**src/hdl/ils_pkg.sv**
```systemverilog
// Shared types and codes for the indexed list store.
package ils_pkg;

  localparam int WORD_WIDTH = 32;
  localparam int OP_W       = 2;
  localparam int INDEX_W    = 6;
  localparam int STATUS_W   = 2;
  localparam int COUNT_W    = 7;

  localparam logic [OP_W-1:0] OP_INSERT = 2'd0;
  localparam logic [OP_W-1:0] OP_APPEND = 2'd1;
  localparam logic [OP_W-1:0] OP_READ   = 2'd2;
  localparam logic [OP_W-1:0] OP_REMOVE = 2'd3;

  localparam logic [STATUS_W-1:0] ST_OK    = 2'd0;
  localparam logic [STATUS_W-1:0] ST_RANGE = 2'd1;
  localparam logic [STATUS_W-1:0] ST_FULL  = 2'd2;

  typedef struct packed {
    logic [OP_W-1:0]       op;
    logic                  from_end;
    logic [INDEX_W-1:0]    index;
    logic [WORD_WIDTH-1:0] data_in;
  } req_t;

  typedef struct packed {
    logic [STATUS_W-1:0]   status;
    logic [WORD_WIDTH-1:0] data_out;
    logic [COUNT_W-1:0]    count;
  } rsp_t;

endpackage

```
**src/hdl/ils_ram.sv**
```systemverilog
// Element storage: one write port, one read port with registered read data.
module ils_ram #(
  parameter int DEPTH = 64
) (
  input  logic                                 clk,
  input  logic                                 wen,
  input  logic [$clog2(DEPTH)-1:0]             waddr,
  input  logic [ils_pkg::WORD_WIDTH-1:0]       wdata,
  input  logic                                 ren,
  input  logic [$clog2(DEPTH)-1:0]             raddr,
  output logic [ils_pkg::WORD_WIDTH-1:0]       rdata
);
  import ils_pkg::*;

  logic [WORD_WIDTH-1:0] mem [DEPTH];

  always_ff @(posedge clk) begin
    if (wen) begin
      mem[waddr] <= wdata;
    end
  end

  always_ff @(posedge clk) begin
    if (ren) begin
      rdata <= mem[raddr];
    end
  end

endmodule

```
**src/hdl/indexed_list_store_top.sv**
```systemverilog
// Indexed list store: ordered word list with insert, append, read and remove.
//
//   channel   signals              transfer when
//   request   start, busy, req     start high and busy low at a rising edge
//   result    done, rsp            done high; shown for one cycle only
//
// A sequencer moves one element at a time through the single RAM port pair
// (read, then write), so how long a request takes is set by how many elements shift.
// Reset clears the sequencer and the count; the stored words are not cleared.
// The receiver cannot stall: each result is taken in the cycle it is shown.
module indexed_list_store_top #(
  parameter int CAPACITY = 64  // 2 up to 64, the reach of index and count
) (
  input  logic          clk,
  input  logic          rst,
  input  logic          start,
  output logic          busy,
  input  ils_pkg::req_t req,
  output logic          done,
  output ils_pkg::rsp_t rsp
);
  import ils_pkg::*;

  localparam int PW = $clog2(CAPACITY);
  localparam int CW = $clog2(CAPACITY + 1);

  typedef enum logic [2:0] {
    S_IDLE,
    S_LOCATE,
    S_RD_ADDR,
    S_RD_DATA,
    S_MV_RD,
    S_MV_WR,
    S_PUT,
    S_RESP
  } state_t;

  state_t                state;
  req_t                  cur;
  logic [CW-1:0]         cnt;
  logic [PW-1:0]         pos;
  logic [PW-1:0]         ptr;
  logic [STATUS_W-1:0]   status;
  logic [WORD_WIDTH-1:0] result;

  logic                  wen;
  logic                  ren;
  logic [PW-1:0]         waddr;
  logic [PW-1:0]         raddr;
  logic [WORD_WIDTH-1:0] wdata;
  logic [WORD_WIDTH-1:0] rdata;

  logic [COUNT_W-1:0]    cnt_w;
  logic [COUNT_W-1:0]    idx_w;
  logic [COUNT_W-1:0]    tail_pos;
  logic [PW-1:0]         loc_pos;
  logic [PW-1:0]         dst;
  logic                  in_range;
  logic                  empty_head;
  logic                  full;
  logic                  ptr_last;
  logic                  pos_has_succ;

  always_comb begin
    cnt_w        = COUNT_W'(cnt);
    idx_w        = COUNT_W'(cur.index);
    in_range     = idx_w < cnt_w;
    empty_head   = (cur.index == '0) && (cnt == '0);
    full         = cnt == CW'(CAPACITY);
    // count - 1 - index in one add
    tail_pos     = cnt_w + ~idx_w;
    loc_pos      = cur.from_end ? tail_pos[PW-1:0] : idx_w[PW-1:0];
    ptr_last     = (COUNT_W'(ptr) + COUNT_W'(1)) == cnt_w;
    pos_has_succ = (COUNT_W'(pos) + COUNT_W'(1)) < cnt_w;
    // remove shifts down, insert shifts up
    dst          = (cur.op == OP_REMOVE) ? ptr - PW'(1) : ptr + PW'(1);
  end

  always_comb begin
    ren   = (state == S_RD_ADDR) || (state == S_MV_RD);
    raddr = (state == S_RD_ADDR) ? pos : ptr;
    wen   = (state == S_MV_WR) || (state == S_PUT);
    waddr = (state == S_PUT) ? pos : dst;
    wdata = (state == S_PUT) ? cur.data_in : rdata;
  end

  ils_ram #(
    .DEPTH(CAPACITY)
  ) u_ram (
    .clk   (clk),
    .wen   (wen),
    .waddr (waddr),
    .wdata (wdata),
    .ren   (ren),
    .raddr (raddr),
    .rdata (rdata)
  );

  always_ff @(posedge clk) begin
    if (rst) begin
      state <= S_IDLE;
      cnt   <= '0;
    end else begin
      case (state)
        S_IDLE: begin
          if (start) begin
            cur    <= req;
            status <= ST_OK;
            result <= '0;
            state  <= S_LOCATE;
          end
        end
        S_LOCATE: begin
          case (cur.op)
            OP_INSERT: begin
              if (!empty_head && !in_range) begin
                status <= ST_RANGE;
                state  <= S_RESP;
              end else if (full) begin
                status <= ST_FULL;
                state  <= S_RESP;
              end else if (empty_head) begin
                pos   <= '0;
                state <= S_PUT;
              end else begin
                // open a gap: move from the tail down to the target
                pos   <= loc_pos;
                ptr   <= PW'(cnt_w - COUNT_W'(1));
                state <= S_MV_RD;
              end
            end
            OP_APPEND: begin
              if (full) begin
                status <= ST_FULL;
                state  <= S_RESP;
              end else begin
                pos   <= PW'(cnt_w);
                state <= S_PUT;
              end
            end
            default: begin
              if (!in_range) begin
                status <= ST_RANGE;
                state  <= S_RESP;
              end else begin
                pos   <= loc_pos;
                state <= S_RD_ADDR;
              end
            end
          endcase
        end
        S_RD_ADDR: begin
          state <= S_RD_DATA;
        end
        S_RD_DATA: begin
          result <= rdata;
          if (cur.op == OP_REMOVE) begin
            if (pos_has_succ) begin
              ptr   <= pos + PW'(1);
              state <= S_MV_RD;
            end else begin
              cnt   <= cnt - CW'(1);
              state <= S_RESP;
            end
          end else begin
            state <= S_RESP;
          end
        end
        S_MV_RD: begin
          state <= S_MV_WR;
        end
        S_MV_WR: begin
          if (cur.op == OP_REMOVE) begin
            if (ptr_last) begin
              cnt   <= cnt - CW'(1);
              state <= S_RESP;
            end else begin
              ptr   <= ptr + PW'(1);
              state <= S_MV_RD;
            end
          end else begin
            if (ptr == pos) begin
              state <= S_PUT;
            end else begin
              ptr   <= ptr - PW'(1);
              state <= S_MV_RD;
            end
          end
        end
        S_PUT: begin
          cnt   <= cnt + CW'(1);
          state <= S_RESP;
        end
        S_RESP: begin
          state <= S_IDLE;
        end
        default: begin
          state <= S_IDLE;
        end
      endcase
    end
  end

  assign busy         = state != S_IDLE;
  assign done         = state == S_RESP;
  assign rsp.status   = status;
  assign rsp.data_out = result;
  assign rsp.count    = COUNT_W'(cnt);

endmodule

```
**config.mk**
```make
export PLATFORM = sky130hd
export DESIGN_NAME = indexed_list_store_top
export DESIGN_NICKNAME = d
export VERILOG_FILES = /design/src/hdl/ils_pkg.sv /design/src/hdl/ils_ram.sv /design/src/hdl/indexed_list_store_top.sv
export SDC_FILE = /design/constraint.sdc
export NUM_CORES = 2
export LEC_CHECK = 0
export BUFFER_PORTS_ARGS = -buffer_cell sky130_fd_sc_hd__buf_4
export CAP_MARGIN = 20
export CORE_MARGIN = 2
export CORE_UTILIZATION = 35
export CTS_CLUSTER_SIZE = 24
export DETAILED_ROUTE_END_ITERATION = 8
export GPL_ROUTABILITY_DRIVEN = 0
export PLACE_DENSITY_LB_ADDON = 0.12
export SLEW_MARGIN = 40
export SYNTH_ARGS = -nofsm -noshare
export SYNTH_HDL_FRONTEND = slang
export SYNTH_SLANG_ARGS = --single-unit
```
**constraint.sdc**
```tcl
create_clock -name clk -period 8.6 [get_ports clk]
set_input_delay 1.29 -clock clk [delete_from_list [all_inputs] [get_ports clk]]
set_output_delay 1.29 -clock clk [all_outputs]
set_load 0.01 [all_outputs]
```
==> metrics.md <==
| Metric | Value |
|---|---|
| Outcome | `complete, no violations` |
| Final worst path period share | `about 56%` |
| Largest net degree at the start of global routing | `~150` |
| Clock power frac | `approximately 36%` |
| Final setup margin | `roughly 3.7 ns` |
| Largest family of logic cells by synthesized area | `simple AND/OR/NAND/NOR gates` |
| Top cell type's share of synthesized area | `about three quarters` |
| Ports | `87` |
| Worst Hold Class | `in2reg` |
| Data required, critical path | `slightly above 9 ns` |
| Area of the core | `about 250000 um^2` |
| Clk_lat worst skew | `a little under 0.9 ns` |
| Die Footprint | `251000 um^2` |
| First-pass GRT wire length | `between 300000 and 400000 um` |
| Synthesized instance count | `between 6000 and 7000` |
| CP Launch Type | `register` |
| Sw Ratio | `approximately 29%` |
| Setup violations, final | `0` |
| Hold_buf cts | `0` |
| Clk root buf | `clkbuf_16` |
| Setup Fix Bufs, Post-CTS | `0` |
| Leak | `33.2 nW` |
| Placed inst area | `between 90000 and 100000 um^2` |
| Max_cap viols | `0` |
| CTS Buf Count | `around 230` |
| TritonCTS clock tree | `done` |
| Post-Syn Area per Cell | `13.5 um^2` |
| Post-Route M1 WL | `about 120000 um` |
| Met2 wire length | `137000 um` |
| Filler cell count | `roughly 23000` |
| Fin. Hold Viols | `0` |
| Vias | `53667` |
| Clk sinks | `about 2200` |
| Die Wd | `roughly 500 um` |
| Setup CP Type | `reg2reg` |
| Port bufs | `86` |
| Avg WL per Cell | `~28 um` |
| Unique cell type count in the Yosys netlist | `between 60 and 70` |
| Yosys top cell by area | `edfxtp_1` |
| Post-route non-filler standard cell count | `between 9000 and 10000` |
| Total grt overflow | `0` |
| Yosys reg bits | `2177` |
| Netlist Area Pre-Place | `86400 um^2` |
| Row count | `~180` |
| H-tree levels | `4` |
| Clk slew on worst S/H paths | `around 0.06 ns` |
| P per Cell Area | `~270 nW/um^2` |
| Combinational share of power | `around 17%` |
| Syn_nets | `6465` |
| Top routing layer in use | `met4` |
| CTS Buffer Depth | `3` |
| EDFF count, synth | `2167` |
| Reg2Reg Depth | `8` |
| Met3 WL | `~15000 um` |
| Async set or reset register ratio after synthesis | `0%` |
| Initial antenna violation count | `12` |
| Slew Limit Fails | `0` |
| Via-to-Cell Ratio | `roughly 5.4` |
| Min-Delay Path Depth | `1` |
| Die H | `about 500 um` |
| Vias in the first global route | `between 50000 and 60000` |
| Post-Route WL | `roughly 280000 um` |
| Pre-CTS WS | `3.83 ns` |
| Top_reg_cell synth | `edfxtp_1` |
| DR pass1 iterations | `5` |
| Post-Synth Simple-Gate Area | `14.6%` |
| Initial Util | `between 30% and 40%` |
| Peak VDD IR | `around 0.00022 V` |
| Critical path arrival | `5.43 ns` |
| Share of cells above drive strength 1 | `between 10% and 20%` |
| Fmax | `~0.2 GHz` |
| Post-cts resize count | `0` |
| Largest cells by area after synthesis | `edfxtp_1, nand2_1, nand3_1, mux2i_1, a21oi_1` |
| Reg power frac | `a little under half` |
| Finished Cell Area | `slightly below 100000 um^2` |
| YS warnings | `0` |
| Worst Setup End Kind | `register` |
| RSZ-0062 raised after global routing | `no` |
| Routed Antenna Nets | `0` |
| Post-Synth XOR/XNOR Area | `less than 1%` |
| Post-synthesis mux area share | `approximately 2%` |
| Adder-cell share of the synthesized area | `less than 1%` |
| DP HPWL | `between 150000 and 200000 um` |
| Gr usage total | `22.0%` |
| Max_slew headroom | `a little over a third` |
| Tmin final | `4.85 ns` |
| Switching pwr | `~7.8 mW` |
| Post-placement cell count | `9467` |
| Internal Pwr Total | `19.0 mW` |
| Post-synthesis sequential area ratio | `between 70% and 80%` |
| Layout Nets | `~6500` |
| DRC viols | `0` |
| Post-Route Setup TNS | `0 ns` |
| Skew final | `roughly 0.038 ns` |
| Worst slew pin tran | `between 0.9 and 1 ns` |
| Area fraction in compound gates after synthesis | `4.74%` |
| DRT iter0 DRCs | `between 5000 and 6000` |
| CP Max Fanout | `roughly 120` |
| Area grow syn2layout | `14.4%` |
==> metal layers <==
metal	GRT usage (%)	vias to the layer above
met2	36.8	1674
met1	29.9	27791
met4	6.40	0
met5	0	-
li1	-	23874
met3	3.08	328
==> power groups by stage <==
stage / Clock [mW] / Sequential [mW] / Combinational [mW]
2_1_floorplan: 0 / 13.0 / 2.52
3_3_place_gp: 0 / 13.1 / 4.41
3_5_place_dp: 0 / 13.1 / 4.47
4_1_cts: 9.71 / 12.9 / 4.48
5_1_grt: 10.1 / 12.9 / 4.79
6_report: 9.52 / 12.8 / 4.43
==> metrics by stage <==
step	hold WS, ns	util, %	total power [mW]
6_report	0.577	40.2	26.8
2_1_floorplan	0.524	-	15.5
5_1_grt	0.534	40.2	27.8
4_1_cts	0.513	40.2	27.0
3_5_place_dp	0.614	37.3	17.5
3_3_place_gp	0.616	37.2	17.5
==> critical path, stage by stage, from the launching register on <==
cell	delay [ns]
dfxtp_1	0.54
nor3b_4	0.70
mux2_8	0.66
buf_12	0.37
a21oi_1	0.28
a221oi_1	0.13
a2111oi_1	0.80
and3_1	0.54
nand4_1	0.19
==> cells by family (layout without fill, tap and decap cells) <==
kind of cell	count (synthesis)	after routing
buffers and inverters	428	707
AND/OR/NAND/NOR	2926	2926
flip-flops	2177	2177
adder cells (fa/ha/maj)	24	24
other	0	14
XOR/XNOR	41	41
multiplexers	174	174
AO/OA/AOI/OAI	627	627
==> cell type report <==
cell class                 instances  area (um^2)  share of cell area (%)
antenna                           14         35.0                  0.0354
inverter                          19         71.3                  0.0722
clock inverter                   137         1130                    1.14
sequential                      2177        65300                    66.0
timing repair buffer             261         2300                    2.32
tap                             3220         4030                    4.08
multi-input combinational       3792        20000                    20.3
clock buffer                     290         5980                    6.05
==> synth_stat cells, drive strengths merged, types with 23 or more instances <==
master,number
ha,23
a221oi,80
a32oi,71
xnor2,31
nand2,1741
edfxtp,2167
a22oi,67
and3,33
nand4,73
a21oi,322
nand3,860
nor2,108
buf,242
mux2i,168
clkbuf,167
and2,33
==> path summary, 6_finish.rpt <==
path / start / to / slack, ns
setup reg to reg: state[1] / u_ram.rdata[9] / 3.75
setup / recovery: state[1] / u_ram.rdata[9] / 3.75
hold / removal: req[30] / cur[30] / 0.58
hold reg to reg: u_ram.rdata[27] / result[27] / 0.62
==> flip-flops by register name, indices dropped and copies added (netlist names) <==
name	flops
u_ram.mem	2048
cur	41
result	32
u_ram.rdata	32
cnt	7
pos	6
ptr	6
state	3
status	2
==> layout by cell type, fill, tap and decap left out, types with 21 or more instances in the layout <==
master     count
nand3_1      858
nor2_4        70
a221oi_1      80
ha_1          23
and3_1        28
edfxtp_1    2167
a22oi_1       67
clkbuf_16    230
nand4_1       73
buf_4        230
a32oi_1       71
clkinv_1      63
a21oi_1      320
xnor2_1       31
clkbuf_1      60
nand2_1     1699
mux2i_1      165
a31oi_1       21
buf_12        21
clkinv_2      45
nand2_2       38
and2_1        33
nor2_1        31
Power figures use the tool's default switching activity.
